==> src/rtl/wah_pkg.sv <==
// ----------------------------------------------------------------------------
// wah_pkg
// types and constants shared by the wah bitmap and/or logic
// ----------------------------------------------------------------------------
package wah_pkg;

    localparam int LITERAL_BITS = 31;

    localparam logic [29:0] LEN_MASK  = 30'h3fffffff;
    localparam logic [29:0] LIT_LEN   = 30'(LITERAL_BITS);
    localparam logic [31:0] LIT_MASK  = 32'((64'd1 << LITERAL_BITS) - 64'd1);
    localparam logic [1:0]  HEAD_ZERO = 2'b10;
    localparam logic [1:0]  HEAD_ONE  = 2'b11;

    localparam logic [1:0] ACT_PUSH_A = 2'd0;
    localparam logic [1:0] ACT_PUSH_B = 2'd1;
    localparam logic [1:0] ACT_FINISH = 2'd2;

    localparam logic OP_AND = 1'b0;
    localparam logic OP_OR  = 1'b1;

    localparam int          PADDR_W       = 3;
    localparam logic        REG_OP_SELECT = 1'b0;

    localparam int RQ_DEPTH = 4;
    localparam int RQ_AW    = $clog2(RQ_DEPTH);
    localparam int RQ_CW    = $clog2(RQ_DEPTH + 1);

    typedef struct packed {
        logic [1:0]  action;
        logic [31:0] word;
    } req_t;

    typedef struct packed {
        logic        emit_valid;
        logic [31:0] out_word;
        logic        need_a;
        logic        need_b;
        logic        run_overflow;
        logic        last;
    } rsp_t;

    typedef struct packed {
        logic [31:0] a_word;
        logic        a_full;
        logic [31:0] b_word;
        logic        b_full;
        logic [29:0] ones_run;
        logic [29:0] zeros_run;
    } slots_t;

    typedef struct packed {
        logic [1:0]  n_emit;
        logic [31:0] word0;
        logic [31:0] word1;
        logic        ovf;
    } step_t;

endpackage

==> src/rtl/wah_merge_step.sv <==
// ----------------------------------------------------------------------------
// wah_merge_step
// one push or finish request against the operand slots and run counters
// ----------------------------------------------------------------------------
module wah_merge_step (
    input  logic            op_select,
    input  wah_pkg::req_t   req,
    input  wah_pkg::slots_t cur,
    output wah_pkg::slots_t nxt,
    output wah_pkg::step_t  step
);

    logic [31:0] a_w;
    logic [31:0] b_w;
    logic        a_f;
    logic        b_f;
    logic        do_merge;
    logic        finish;
    logic        fa;
    logic        fb;
    logic [29:0] ca;
    logic [29:0] cb;
    logic [31:0] fill_w;
    logic [31:0] lit_w;
    logic [29:0] flen;
    logic        fval;
    logic        keep;
    logic [31:0] kept_w;
    logic [31:0] num;
    logic        add_en;
    logic        add_val;
    logic [29:0] add_n;
    logic        lit_en;
    logic [31:0] lit_out;
    logic [30:0] sum;
    logic [29:0] sat;
    logic        run_any;
    logic [31:0] run_word;

    always_comb
    begin
        a_w = cur.a_word;
        a_f = cur.a_full;
        b_w = cur.b_word;
        b_f = cur.b_full;

        case (req.action)
            wah_pkg::ACT_PUSH_A:
            begin
                if (!a_f)
                begin
                    a_w = req.word;
                    a_f = 1'b1;
                end
            end
            wah_pkg::ACT_PUSH_B:
            begin
                if (!b_f)
                begin
                    b_w = req.word;
                    b_f = 1'b1;
                end
            end
            default:
            begin
            end
        endcase

        do_merge = (req.action == wah_pkg::ACT_PUSH_A || req.action == wah_pkg::ACT_PUSH_B)
                   && a_f && b_f;
        finish   = (req.action == wah_pkg::ACT_FINISH);

        fa     = a_w[31];
        fb     = b_w[31];
        ca     = a_w[29:0];
        cb     = b_w[29:0];
        fill_w = fa ? a_w : b_w;
        lit_w  = fa ? b_w : a_w;
        flen   = fill_w[29:0];
        fval   = fill_w[30];
        keep   = (flen > wah_pkg::LIT_LEN);
        kept_w = {fill_w[31:30], flen - wah_pkg::LIT_LEN};
        num    = (op_select == wah_pkg::OP_OR) ? (a_w | b_w) : (a_w & b_w);

        add_en  = 1'b0;
        add_val = 1'b0;
        add_n   = '0;
        lit_en  = 1'b0;
        lit_out = '0;

        if (do_merge)
        begin
            if (fa && fb)
            begin
                add_en  = 1'b1;
                add_val = (op_select == wah_pkg::OP_OR) ? (a_w[30] | b_w[30])
                                                        : (a_w[30] & b_w[30]);
                add_n   = (ca < cb) ? ca : cb;
                if (ca == cb)
                begin
                    a_f = 1'b0;
                    b_f = 1'b0;
                end
                else if (ca > cb)
                begin
                    a_w = {a_w[31:30], ca - cb};
                    b_f = 1'b0;
                end
                else
                begin
                    b_w = {b_w[31:30], cb - ca};
                    a_f = 1'b0;
                end
            end
            else if (fa || fb)
            begin
                // a zero fill decides for and, a one fill decides for or
                if ((op_select == wah_pkg::OP_OR) ? !fval : fval)
                begin
                    lit_en  = 1'b1;
                    lit_out = lit_w;
                end
                else
                begin
                    add_en  = 1'b1;
                    add_val = fval;
                    add_n   = wah_pkg::LIT_LEN;
                end
                if (fa)
                begin
                    a_w = kept_w;
                    a_f = keep;
                    b_f = 1'b0;
                end
                else
                begin
                    b_w = kept_w;
                    b_f = keep;
                    a_f = 1'b0;
                end
            end
            else
            begin
                if (num == 32'd0)
                begin
                    add_en  = 1'b1;
                    add_val = 1'b0;
                    add_n   = wah_pkg::LIT_LEN;
                end
                else if (num == wah_pkg::LIT_MASK)
                begin
                    add_en  = 1'b1;
                    add_val = 1'b1;
                    add_n   = wah_pkg::LIT_LEN;
                end
                else
                begin
                    lit_en  = 1'b1;
                    lit_out = num;
                end
                a_f = 1'b0;
                b_f = 1'b0;
            end
        end

        if (finish)
        begin
            a_f = 1'b0;
            b_f = 1'b0;
        end
        if (!a_f)
        begin
            a_w = '0;
        end
        if (!b_f)
        begin
            b_w = '0;
        end

        nxt.a_word    = a_w;
        nxt.a_full    = a_f;
        nxt.b_word    = b_w;
        nxt.b_full    = b_f;
        nxt.ones_run  = cur.ones_run;
        nxt.zeros_run = cur.zeros_run;

        step.n_emit = 2'd0;
        step.word0  = '0;
        step.word1  = '0;
        step.ovf    = 1'b0;

        run_any  = (cur.ones_run != '0) || (cur.zeros_run != '0);
        run_word = (cur.ones_run != '0) ? {wah_pkg::HEAD_ONE, cur.ones_run}
                                        : {wah_pkg::HEAD_ZERO, cur.zeros_run};

        sum = {1'b0, add_val ? cur.ones_run : cur.zeros_run} + {1'b0, add_n};
        sat = sum[30] ? wah_pkg::LEN_MASK : sum[29:0];

        if (add_en)
        begin
            step.ovf = sum[30];
            if (add_val)
            begin
                nxt.ones_run  = sat;
                nxt.zeros_run = '0;
                if (cur.zeros_run != '0)
                begin
                    step.n_emit = 2'd1;
                    step.word0  = {wah_pkg::HEAD_ZERO, cur.zeros_run};
                end
            end
            else
            begin
                nxt.zeros_run = sat;
                nxt.ones_run  = '0;
                if (cur.ones_run != '0)
                begin
                    step.n_emit = 2'd1;
                    step.word0  = {wah_pkg::HEAD_ONE, cur.ones_run};
                end
            end
        end
        else if (lit_en || finish)
        begin
            nxt.ones_run  = '0;
            nxt.zeros_run = '0;
            if (run_any)
            begin
                step.n_emit = lit_en ? 2'd2 : 2'd1;
                step.word0  = run_word;
                step.word1  = lit_out;
            end
            else if (lit_en)
            begin
                step.n_emit = 2'd1;
                step.word0  = lit_out;
            end
        end
    end

endmodule

==> src/rtl/wah_rsp_queue.sv <==
// ----------------------------------------------------------------------------
// wah_rsp_queue
// small result queue, takes one or two results a cycle and gives one unless rd_stall holds it
// ----------------------------------------------------------------------------
module wah_rsp_queue (
    input  logic          clk,
    input  logic          rst_n,
    input  logic          wr_en,
    input  logic          wr_two,
    input  wah_pkg::rsp_t wr_data0,
    input  wah_pkg::rsp_t wr_data1,
    output logic          almost_full,
    output logic          rd_valid,
    input  logic          rd_stall,
    output wah_pkg::rsp_t rd_data
);

    wah_pkg::rsp_t                 entry_reg [wah_pkg::RQ_DEPTH];
    logic [wah_pkg::RQ_AW-1:0]     wr_ptr_reg;
    logic [wah_pkg::RQ_AW-1:0]     wr_ptr_next;
    logic [wah_pkg::RQ_AW-1:0]     wr_ptr_inc;
    logic [wah_pkg::RQ_AW-1:0]     rd_ptr_reg;
    logic [wah_pkg::RQ_AW-1:0]     rd_ptr_next;
    logic [wah_pkg::RQ_CW-1:0]     count_reg;
    logic [wah_pkg::RQ_CW-1:0]     count_next;
    logic [wah_pkg::RQ_CW-1:0]     n_wr;
    logic                          pop;

    assign rd_valid    = (count_reg != '0);
    assign rd_data     = entry_reg[rd_ptr_reg];
    assign almost_full = (count_reg > wah_pkg::RQ_CW'(wah_pkg::RQ_DEPTH - 2));
    assign pop         = rd_valid && !rd_stall;
    assign wr_ptr_inc  = wr_ptr_reg + wah_pkg::RQ_AW'(1);

    always_comb
    begin
        n_wr        = wr_en ? (wr_two ? wah_pkg::RQ_CW'(2) : wah_pkg::RQ_CW'(1)) : '0;
        count_next  = count_reg + n_wr - (pop ? wah_pkg::RQ_CW'(1) : '0);
        wr_ptr_next = wr_ptr_reg + n_wr[wah_pkg::RQ_AW-1:0];
        rd_ptr_next = rd_ptr_reg + (pop ? wah_pkg::RQ_AW'(1) : '0);
    end

    always_ff @(posedge clk or negedge rst_n)
    begin
        if (!rst_n)
        begin
            wr_ptr_reg <= '0;
            rd_ptr_reg <= '0;
            count_reg  <= '0;
        end
        else
        begin
            wr_ptr_reg <= wr_ptr_next;
            rd_ptr_reg <= rd_ptr_next;
            count_reg  <= count_next;
        end
    end

    always_ff @(posedge clk)
    begin
        for (int i = 0; i < wah_pkg::RQ_DEPTH; i++)
        begin
            if (wr_en && wr_ptr_reg == wah_pkg::RQ_AW'(i))
            begin
                entry_reg[i] <= wr_data0;
            end
            else if (wr_en && wr_two && wr_ptr_inc == wah_pkg::RQ_AW'(i))
            begin
                entry_reg[i] <= wr_data1;
            end
        end
    end

endmodule

==> src/rtl/wah_compressed_bitmap_logic.sv <==
// ----------------------------------------------------------------------------
// wah_compressed_bitmap_logic
// and/or of two wah compressed bitmaps, one compressed word per request
// ----------------------------------------------------------------------------
// Each request pushes one word into operand slot a or b, or finishes the
// bitmap. The merge step runs in the cycle the request is taken and its
// one or two results enter a four-entry result queue, the first of them
// shown once earlier results are read. One request a cycle is taken for as
// long as each request yields a single result and the consumer keeps up;
// a request yielding two results (a run flush then a literal) fills the
// queue faster than it drains, and req_stall rises once the queue holds
// three or more results. op_select (0 and, 1 or) is written over the apb
// port at address 0 and must only change while the block is idle.
module wah_compressed_bitmap_logic (
    input  logic                        clk,
    input  logic                        rst_n,
    input  logic                        req_valid,
    output logic                        req_stall,
    input  wah_pkg::req_t               req_data,
    output logic                        rsp_valid,
    input  logic                        rsp_stall,
    output wah_pkg::rsp_t               rsp_data,
    input  logic                        psel,
    input  logic                        penable,
    input  logic                        pwrite,
    input  logic [wah_pkg::PADDR_W-1:0] paddr,
    input  logic [31:0]                 pwdata,
    output logic [31:0]                 prdata,
    output logic                        pready
);

    wah_pkg::slots_t slots_reg;
    wah_pkg::slots_t slots_next;
    wah_pkg::step_t  step;
    wah_pkg::rsp_t   res0;
    wah_pkg::rsp_t   res1;
    logic            op_select_reg;
    logic            req_acc;
    logic            cfg_wr;

    assign req_acc = req_valid && !req_stall;
    assign cfg_wr  = psel && penable && pwrite && pready
                     && (paddr[2] == wah_pkg::REG_OP_SELECT);
    assign pready  = 1'b1;
    assign prdata  = (paddr[2] == wah_pkg::REG_OP_SELECT) ? {31'd0, op_select_reg} : '0;

    wah_merge_step u_step (
        .op_select (op_select_reg),
        .req       (req_data),
        .cur       (slots_reg),
        .nxt       (slots_next),
        .step      (step)
    );

    always_comb
    begin
        res0.emit_valid   = (step.n_emit != 2'd0);
        res0.out_word     = step.word0;
        res0.need_a       = !slots_next.a_full;
        res0.need_b       = !slots_next.b_full;
        res0.run_overflow = step.ovf;
        res0.last         = (step.n_emit != 2'd2);

        res1.emit_valid   = 1'b1;
        res1.out_word     = step.word1;
        res1.need_a       = !slots_next.a_full;
        res1.need_b       = !slots_next.b_full;
        res1.run_overflow = step.ovf;
        res1.last         = 1'b1;
    end

    wah_rsp_queue u_queue (
        .clk         (clk),
        .rst_n       (rst_n),
        .wr_en       (req_acc),
        .wr_two      (step.n_emit == 2'd2),
        .wr_data0    (res0),
        .wr_data1    (res1),
        .almost_full (req_stall),
        .rd_valid    (rsp_valid),
        .rd_stall    (rsp_stall),
        .rd_data     (rsp_data)
    );

    always_ff @(posedge clk or negedge rst_n)
    begin
        if (!rst_n)
        begin
            slots_reg     <= '0;
            op_select_reg <= wah_pkg::OP_AND;
        end
        else
        begin
            if (req_acc)
            begin
                slots_reg <= slots_next;
            end
            if (cfg_wr)
            begin
                op_select_reg <= pwdata[0];
            end
        end
    end

`ifndef SYNTHESIS
    // a merge always frees at least one slot
    assert property (@(posedge clk) disable iff (!rst_n)
        !(slots_reg.a_full && slots_reg.b_full))
        else $error("both operand slots full");

    // only one run counter is ever pending
    assert property (@(posedge clk) disable iff (!rst_n)
        !(slots_reg.ones_run != '0 && slots_reg.zeros_run != '0))
        else $error("ones and zeros runs both pending");

    // the second result of a request follows straight after the first
    assert property (@(posedge clk) disable iff (!rst_n)
        rsp_valid && !rsp_stall && !rsp_data.last |=> rsp_valid)
        else $error("second result of a request missing");
`endif

endmodule
==> config.mk <==
export PLATFORM = sky130hd
export DESIGN_NAME = wah_compressed_bitmap_logic
export DESIGN_NICKNAME = d
export VERILOG_FILES = /design/src/rtl/wah_pkg.sv /design/src/rtl/wah_merge_step.sv /design/src/rtl/wah_rsp_queue.sv /design/src/rtl/wah_compressed_bitmap_logic.sv
export SDC_FILE = /design/constraint.sdc
export NUM_CORES = 1
export LEC_CHECK = 0
export BUFFER_PORTS_ARGS = -buffer_cell sky130_fd_sc_hd__clkbuf_2
export CORE_ASPECT_RATIO = 1.2
export CORE_MARGIN = 2
export CORE_UTILIZATION = 35
export DETAILED_ROUTE_END_ITERATION = 10
export HOLD_SLACK_MARGIN = 0.03
export SYNTH_ARGS = -nofsm -noshare
export SYNTH_HDL_FRONTEND = slang
export SYNTH_SLANG_ARGS = --single-unit
==> constraint.sdc <==
create_clock -name clk -period 11.97 [get_ports clk]
set_input_delay 1.197 -clock clk [delete_from_list [all_inputs] [get_ports clk]]
set_output_delay 1.197 -clock clk [all_outputs]
set_load 0.02 [all_outputs]
# ---- Word-level counts from Yosys, hierarchy flattened
# Memories as Yosys holds them, arrays and structs flattened.
# Index checks and enable logic that the tools add are counted.
dict set report word_totals {
  register_bits 134
  ram_bits 148
  input_bits 76
  out_inout_bits 72
  elab_cells 204
  memories 1
}
dict set report classes {
  n_addsub 9
  magnitude_cmp 4
  n_eq_ne 12
  muxes 121
  bitwise_logic 9
  reduce_logical 38
}
# memory words word_bits read_ports rd_clocked_by_memory_dff wr line_no
set mem_list {}
lappend mem_list {u_queue.entry_reg 4 37 1 0 2 wah_rsp_queue.sv:18} ;# wah_pkg::rsp_t entry_reg [wah_pkg::RQ_DEPTH];
# operator count
set op_table {}
lappend op_table {{32-bit 2-to-1 mux} 25}
lappend op_table {{30-bit 2-to-1 mux} 11}
lappend op_table {{37-bit 2-to-1 mux} 6}
lappend op_table {{60-bit 2-to-1 mux} 3}
lappend op_table {{34-bit 2-to-1 mux} 3}
lappend op_table {{33-bit 2-to-1 mux} 3}
lappend op_table {{37-bit OR reduction} 2}
lappend op_table {{66-bit 2-to-1 mux} 1}
lappend op_table {{1-bit 2-to-1 mux} 61}
lappend op_table {{30-bit nonzero test} 2}
lappend op_table {{30-bit subtractor} 2}
lappend op_table {{32-bit bitwise AND} 1}
lappend op_table {{32-bit by 31-bit equality test with 1-bit output, second input constant} 1}
lappend op_table {{32-bit zero test} 1}
lappend op_table {{32-bit bitwise OR} 1}
lappend op_table {{30-bit by 30-bit adder with 31-bit output} 1}
lappend op_table {{31-bit 2-to-1 mux} 1}
lappend op_table {{30-bit equality test} 1}
lappend op_table {{30-bit greater-than comparator} 1}
lappend op_table {{30-bit by 5-bit greater-than comparator with 1-bit output, second input constant} 1}
lappend op_table {{30-bit less-than comparator} 1}
lappend op_table {{30-bit by 5-bit subtractor with 30-bit output, second input constant} 1}
lappend op_table {{1-bit logical AND} 17}
lappend op_table {{2-bit equality test, second input constant} 6}
lappend op_table {{other kinds (19)} 40}

# ---- Depth between registers and ports, before layout
# Gate-level depths: netlist of the first run.
dict set report depth {
  word_depth 23
  depth_mapped 34
  depth_no_buf 28
}

# ---- Modules after synthesis
# From an unflattened synthesis of the first run, not the netlist that was laid out.
dict set report hier_totals {
  hier_cells 2944
  area_unflattened_um2 27081.0
}
# mod n_inst cells_each area_per_inst_um2 seq_area_each_um2
set modules_own_cells {}
lappend modules_own_cells {wah_merge_step 1 2233 14318.7 0.0}
lappend modules_own_cells {wah_rsp_queue 1 401 7643.6 4619.4}
lappend modules_own_cells {wah_compressed_bitmap_logic 1 310 5118.7 3178.0}

# ---- Worst setup path before layout of the first run
# OpenSTA, ideal clock, no wires.
dict set report synth_path {
  path_type {in2reg}
  startpoint {input port req_data[33] (netlist name)}
  endpoint {register slots_reg[22] (netlist name)}
  setup_time_ns 0.083
  arrival_ns 8.279
  t_required_ns 11.887
  path_slack_ns 3.608
  stages 34
  path_buffers 8
  cell_sequence {or3_1 > buf_6 > buf_4 > buf_4 > buf_1 > mux2i_1 > ha_1 > clkbuf_1 > or4_4 > nor3_2 > o311ai_1 > a31oi_1 > o21ai_1 > o21ai_0 > a21oi_1 > clkbuf_1 > nand2_1 > o21ai_0 > a21oi_1 > ha_1 > inv_1 > fa_1 > nand2b_1 > a21oi_1 > o32ai_1 > o21ai_0 > a31oi_1 > o21ai_0 > a21oi_1 > o21ai_0 > clkbuf_1 > clkbuf_1 > nor2_1 > o21ai_0}
}
dict set report synth_via {
  elab_chain_cells 15
  elab_cells_between_ends 56
  classes_between {1 x add/sub; 1 x order compare; 3 x eq/ne; 36 x mux; 4 x bitwise; 11 x reduce/logical}
}
# item line_no
set synth_rtl {}
lappend synth_rtl {{start, declared} wah_compressed_bitmap_logic.sv:19} ;# input wah_pkg::req_t req_data,
lappend synth_rtl {{2-bit by 1-bit equality test with 1-bit output / 2-bit zero test (equally long branches)} {wah_merge_step.sv:47, wah_merge_step.sv:69}}
lappend synth_rtl {{32-bit 2-to-1 mux} wah_merge_step.sv:47} ;# case (req.action)
lappend synth_rtl {{32-bit bitwise AND / 32-bit bitwise OR (equally long branches)} wah_merge_step.sv:83} ;# num = (op_select == wah_pkg::OP_OR) ? (a_w | b_w) : (a_w & b_w);
lappend synth_rtl {{32-bit 2-to-1 mux} wah_merge_step.sv:83}
lappend synth_rtl {{32-bit by 31-bit equality test with 1-bit output} wah_merge_step.sv:150} ;# else if (num == wah_pkg::LIT_MASK)
lappend synth_rtl {{1-bit 2-to-1 mux} wah_merge_step.sv:150}
lappend synth_rtl {{1-bit 2-to-1 mux} wah_merge_step.sv:144} ;# if (num == 32'd0)
lappend synth_rtl {{1-bit 2-to-1 mux} wah_merge_step.sv:115} ;# else if (fa || fb)
lappend synth_rtl {{1-bit 2-to-1 mux} wah_merge_step.sv:93} ;# if (fa && fb)
lappend synth_rtl {{1-bit 2-to-1 mux} wah_merge_step.sv:91} ;# if (do_merge)
lappend synth_rtl {{30-bit 2-to-1 mux} wah_merge_step.sv:196} ;# sum = {1'b0, add_val ? cur.ones_run : cur.zeros_run} + {1'b0, add_n};
lappend synth_rtl {{30-bit by 30-bit adder with 31-bit output} wah_merge_step.sv:196}
lappend synth_rtl {{30-bit 2-to-1 mux} wah_merge_step.sv:197} ;# sat = sum[30] ? wah_pkg::LEN_MASK : sum[29:0];
lappend synth_rtl {{60-bit 2-to-1 mux} wah_merge_step.sv:202} ;# if (add_val)
lappend synth_rtl {{60-bit 2-to-1 mux} wah_merge_step.sv:199} ;# if (add_en)
lappend synth_rtl {{end signal, assigned} wah_compressed_bitmap_logic.sv:96} ;# slots_reg <= slots_next;
lappend synth_rtl {{end, declared} wah_compressed_bitmap_logic.sv:32} ;# wah_pkg::slots_t slots_reg;
# Parallel ways exist; a longest one is shown, timed or not.
# A chain may end at the register's enable or synchronous reset.

==> results.ini, run 1 <==
[grt]
overflow = 0
grt_antenna_before_repair = 0
grt_pass1_wl_um = 147000
first_global_vias = 22400
grtUsageTotal_pct = 26.7
grt_max_degree = 78

[outcome]
outcome = complete, no violations

[place]
io_buffers = 82
place_congestion = 1.01
hpwl_um = 73600

[drt]
drtIter0Drc = 3138
drc = 0
wl_per_cell_um = 25.9
drt_wl_total_um = 99900
drt-pass1-iter-count = 9
vias = 23800
vias_per_cell = 6.15
postRouteAntennaNets = 0

[floorplan]
core_area_sq_um = 70800
die_w_um = 248
top_level_ports = 148
start_util_pct = 35.2
std_cell_rows = 107
die_area_sq_um = 73500
die_h_um = 297

[setup_path]
critPathLaunchType = primary input
arrival_ns = 10.61
end_kind = flip-flop
slowest_delay_ns = 0.85
crit_buf_inv = 5
crit_family = compound AO/OA/AOI/OAI gates
critPathMaxFanout = 51
worstPathRequired_ns = 12.40
slowest_stage = or3b_2
path_class = in -> reg

[final_layout]
final_common_cell = nand2_1
largest_reg_flops = 148
fin_nets = 3147
drive_gt1_share_pct = 11.8
insertedDiodeCount = 0
syn_to_final_growth_pct = 10.1
layout_common_cells = 293 x nand2_1, 274 x o21ai_0, 225 x a21oi_1

[synthesis]
yosys_most_used_dff = edfxtp_1
async_reset_ff_share_pct = 47.5
synth_seq_area_share_pct = 31.2
synthCells = 2904
synth_seq_cells = 282
yosysWarnings = 0
synth_edf_count = 146
synth.distinct_cells = 96
synth_area_sq_um = 25000
synth_top_cell_by_area = edfxtp_1
postSynthAreaPerCell_sq_um = 8.60
netlist_top_cells_area = edfxtp_1 18%, dfrtp_1 13%, ha_1 7.9%, mux2i_1 6.4%, o21ai_0 5.5%
yosysTopAreaCellShare_pct = 17.6

[clock_network]
clockBufferDepth = 3
clk_pin_slew_worst_paths_ns = 0.06
cts_resized = 0
cts_setup_buffers = 0
numCtsBuffers = 34
cts_tree = yes
cts.sinks = 282
clkLatencyLatePin_ns = 0.58
cts_hold_buf = 0
htreeDepth = 2
root_buffer = clkbuf_16

[sta]
fin_skew_ns = 0.0397
finalSetupTns_ns = 0
final-setup-viol-count = 0
fin_crit_sh_pct = 85.0
fmax_ghz = 0.0982
rsz0062_at_grt = no
slew_headroom_pct = 18.9
tightest_slew_ns = 1.20
final_hold_viol_count = 0
period_needed_ns = 10.18
slew_violations = 0

[hold_path]
hold_path.class = reg -> reg

[power]
p_per_area_nw_per_um2 = 301
cellLeakagePower_nw = 11.2
vdd_drop_max_mv = 0.161
total_power_mw = 8.26

[flow_run]
maxCapViolations = 0

[synth_stat cells, types with 50 or more instances]
| cell type | instances |
|---|---|
| nand2_1 | 296 |
| o21ai_0 | 276 |
| a21oi_1 | 227 |
| nor2_1 | 226 |
| mux2i_1 | 160 |
| ha_1 | 157 |
| edfxtp_1 | 146 |
| dfrtp_1 | 134 |
| inv_1 | 130 |
| clkbuf_1 | 129 |
| o22ai_1 | 87 |
| xnor2_1 | 64 |
| nor3_1 | 57 |
| nand3_1 | 50 |
[where the power goes]
group | leakage [nW] | total [mW] | internal [mW] | switching [mW]
sequential | 3.20 | 1.40 | 1.29 | 0.108
combinational | 7.51 | 5.79 | 1.95 | 3.84
clock | 0.542 | 1.07 | 0.605 | 0.468
total | 11.2 | 8.26 | 3.84 | 4.42
[cell type report]
| class | count | area (sq um) |
|---|---|---|
| clock buffers | 42 | 932 |
| clock inverters | 19 | 195 |
| fillers | 7142 | 43300 |
| inverters | 134 | 503 |
| multi-input cells | 2297 | 15900 |
| flip-flops and latches | 282 | 7780 |
| well taps | 926 | 1160 |
| repair buffers | 161 | 1010 |
[metal layers]
layer / GRT usage, % / vias to the layer above / wire, um
li1: - / 10800 / -
met1: 34.0 / 11400 / 39600
met2: 42.6 / 1217 / 45300
met3: 4.33 / 330 / 8010
met4: 15.9 / 0 / 6980
met5: 0 / - / 0
[path summary, 6_finish.rpt]
kind                               startpoint                 endpoint  slack, ns  depth (start not counted)
worst max register to register  slots_reg[60]  u_queue.entry_reg[2][1]       2.15                         28
min in group asynchronous               rst_n            slots_reg[52]       0.71                          1
worst max-delay path             req_data[32]  u_queue.entry_reg[2][1]       1.79                         29
worst min-delay path            slots_reg[75]            slots_reg[75]       0.48                          2
max in group asynchronous               rst_n    u_queue.rd_ptr_reg[0]       9.85                          2
worst min register to register  slots_reg[75]            slots_reg[75]       0.48                          2
[cells by family (layout without fill, tap and decap cells)]
group                      count (synthesis)  after routing  synth area share (%)
DFF                                      282            282                  31.2
muxes                                    240            240                  11.8
adders and majority gates                161            161                  8.19
and+or+nand+nor                          824            824                  15.3
AOI/OAI and AO/OA                        963            963                  24.6
buffers and inverters                    355            356                  6.20
xor gates and xnor gates                  77             77                  2.70
other                                      2             32                0.0301
[worst reg2reg max path: cells and delay by family (launching register included)]
family / cells / cell delay, ns
AOI/OAI and AO/OA: 15 / 4.82
adders and majority gates: 3 / 0.96
DFF: 1 / 0.52
muxes: 1 / 0.40
and+or+nand+nor: 5 / 1.77
buffers and inverters: 4 / 1.22
[metrics by stage]
| step | hold WS, ns | utilization, % | std cells | setup WS, ns | instance area [sq um] |
|---|---|---|---|---|---|
| 2_1_floorplan | 0.440 | - | 2934 | 3.61 | 25100 |
| 3_3_place_gp | 0.460 | 37.2 | 3800 | 1.54 | 26400 |
| 3_5_place_dp | 0.465 | 37.2 | 3800 | 1.43 | 26400 |
| 4_1_cts | 0.478 | 38.8 | 3861 | 1.95 | 27500 |
| 5_1_grt | 0.513 | 38.8 | 3861 | 1.43 | 27500 |
| 6_report | 0.481 | 38.8 | 3861 | 1.79 | 27500 |
Power figures use the tool's default switching activity.
==> run 2: changes to the inputs <==
--- a/config.mk
+++ b/config.mk
@@ -7,10 +7,10 @@
 export LEC_CHECK = 0
 export BUFFER_PORTS_ARGS = -buffer_cell sky130_fd_sc_hd__clkbuf_2
 export CORE_ASPECT_RATIO = 1.2
-export CORE_MARGIN = 2
 export CORE_UTILIZATION = 35
 export DETAILED_ROUTE_END_ITERATION = 10
 export HOLD_SLACK_MARGIN = 0.03
+export REMOVE_ABC_BUFFERS = 1
 export SYNTH_ARGS = -nofsm -noshare
 export SYNTH_HDL_FRONTEND = slang
 export SYNTH_SLANG_ARGS = --single-unit
==> run 2 against run 1 <==
Power rose by 0.20%. Sequential share of layout area fell by 0.081 points. Utilization rose by 0.48 points. Via count fell by 0.44%. Maximum frequency rose by 0.58%. Flip-flop and latch count did not move. Global-route usage fell by 0.26 points. Sequential power barely moved. Wire length fell by 2.4%. Critical path type unchanged. Critical endpoint is now slots_reg[27].
==> results.ini, run 2 (synthesis gave the netlist of run 1 again) <==
[drt]
drtIter0Drc = 2677
drt_wl_total_um = 97500
drc = 0
vias_per_cell = 6.13
vias = 23600
wl_per_cell_um = 25.3
drt-pass1-iter-count = 7
postRouteAntennaNets = 0

[clock_network]
clockBufferDepth = 3
htreeDepth = 2
root_buffer = clkbuf_16
cts_resized = 0
clk_pin_slew_worst_paths_ns = 0.06
cts_tree = yes
cts_hold_buf = 0
numCtsBuffers = 35
clkLatencyLatePin_ns = 0.59
cts_setup_buffers = 0
cts.sinks = 282

[final_layout]
fill_cells = 7070
largest_reg_flops = 148
drive_gt1_share_pct = 11.8
syn_to_final_growth_pct = 10.4
fin_nets = 3148
insertedDiodeCount = 0
layout_common_cells = 294 x nand2_1, 274 x o21ai_0, 225 x a21oi_1
final_common_cell = nand2_1
fin_cells = 3856
final_area_sq_um = 27600

[floorplan]
start_util_pct = 35.6
die_area_sq_um = 72400
die_w_um = 246
std_cell_rows = 106
die_h_um = 295
top_level_ports = 148
core_area_sq_um = 70200

[sta]
rsz0062_at_grt = no
finalSetupTns_ns = 0
period_needed_ns = 10.12
fin_ws_ns = 1.85
slew_headroom_pct = 21.2
fin_crit_sh_pct = 84.5
final-setup-viol-count = 0
final_hold_viol_count = 0
fin_hold_ws_ns = 0.468
fin_skew_ns = 0.0453
tightest_slew_ns = 1.18
fmax_ghz = 0.0988
slew_violations = 0

[flow_run]
maxCapViolations = 0

[power]
p_per_area_nw_per_um2 = 300
cellLeakagePower_nw = 11.3
vdd_drop_max_mv = 0.177

[setup_path]
reg2reg_from = slots_reg[93]
worstPathRequired_ns = 12.36
worstSetupEndpoint = slots_reg[27]
reg2reg_to = slots_reg[27]
reg2reg_depth = 25
path_class = in -> reg
end_kind = flip-flop
r2r_slack_ns = 2.20
critPathMaxFanout = 50
arrival_ns = 10.51
worstSetupStartpoint = req_data[33]
critPathLaunchType = primary input

[grt]
first_global_vias = 22300
grt_antenna_before_repair = 2
overflow = 0
grtUsageTotal_pct = 26.5
grt_max_degree = 92
grt_pass1_wl_um = 144000

[place]
io_buffers = 82
post-place-ws_ns = 1.50
dpl_cell_area_sq_um = 26300
place_inst = 3792
hpwl_um = 70400
place_congestion = 0.998

[outcome]
outcome = complete, no violations

[hold_path]
hold_path.class = reg -> reg

run 2: cell count changes in the layout (fill, tap and decap cells not counted), sizes merged:
cell,previous run,this run
bufinv,2,6
inv,132,135
clkbuf,123,121
clkinvlp,4,2
run 2: power breakdown:
part           switching (mW)  total (mW)  internal, mW
registers               0.104        1.40          1.29
logic                    3.79        5.73          1.94
clock network           0.473        1.15         0.678
run 2: cell type report:
type | instances | area, sq um | share of cell area [%]
clock inverters | 24 | 323 | 1.17
flip-flops and latches | 282 | 7780 | 28.2
inverters | 134 | 503 | 1.82
repair buffers | 161 | 1020 | 3.71
well taps | 918 | 1150 | 4.17
multi-input cells | 2297 | 15900 | 57.7
clock buffers | 40 | 895 | 3.25
run 2: worst min path at each step:
stage               depth (start not counted)     startpoint             to
CTS                                         2  slots_reg[75]  slots_reg[75]
global route                                2  slots_reg[75]  slots_reg[75]
finish                                      2  slots_reg[75]  slots_reg[75]
floorplan                                   2  slots_reg[75]  slots_reg[75]
detailed placement                          2  slots_reg[75]  slots_reg[75]
global placement                            2  slots_reg[90]  slots_reg[90]
run 2: worst max-delay path, cell delays in order:
cell and delay, ns:
clkbuf_2 0.19, or3_2 0.75, mux2i_1 0.59, inv_1 0.25, fa_1 0.46, nand2b_1 0.13
a221oi_1 0.13, o311ai_1 0.64, a31oi_1 0.28, o21ai_1 0.55, o21ai_0 0.28, a21oi_4 0.42
buf_4 0.56, nor2_1 0.08, a211oi_1 0.24, ha_1 0.31, a211o_1 0.26, o32ai_1 0.54
o21ai_0 0.38, a31oi_1 0.52, o21ai_0 0.31, a21oi_1 0.39, o21ai_2 0.29, buf_4 0.24
nor4_1 0.35, o21ai_0 0.15
run 2: metrics by stage:
stage | utilization [%] | total power, mW
final | 39.3 | 8.28
after global routing | 39.3 | 8.75
after CTS | 39.3 | 8.14
after detailed placement | 37.5 | 6.95
after global placement | 37.5 | 6.94
after floorplan | - | 5.14
run 2: routing by layer:
layer	GRT usage [%]	share of wire, %
met1	34.7	40
met2	41.7	45
met3	4.26	8.8
met4	14.0	6.0
met5	0	0.031
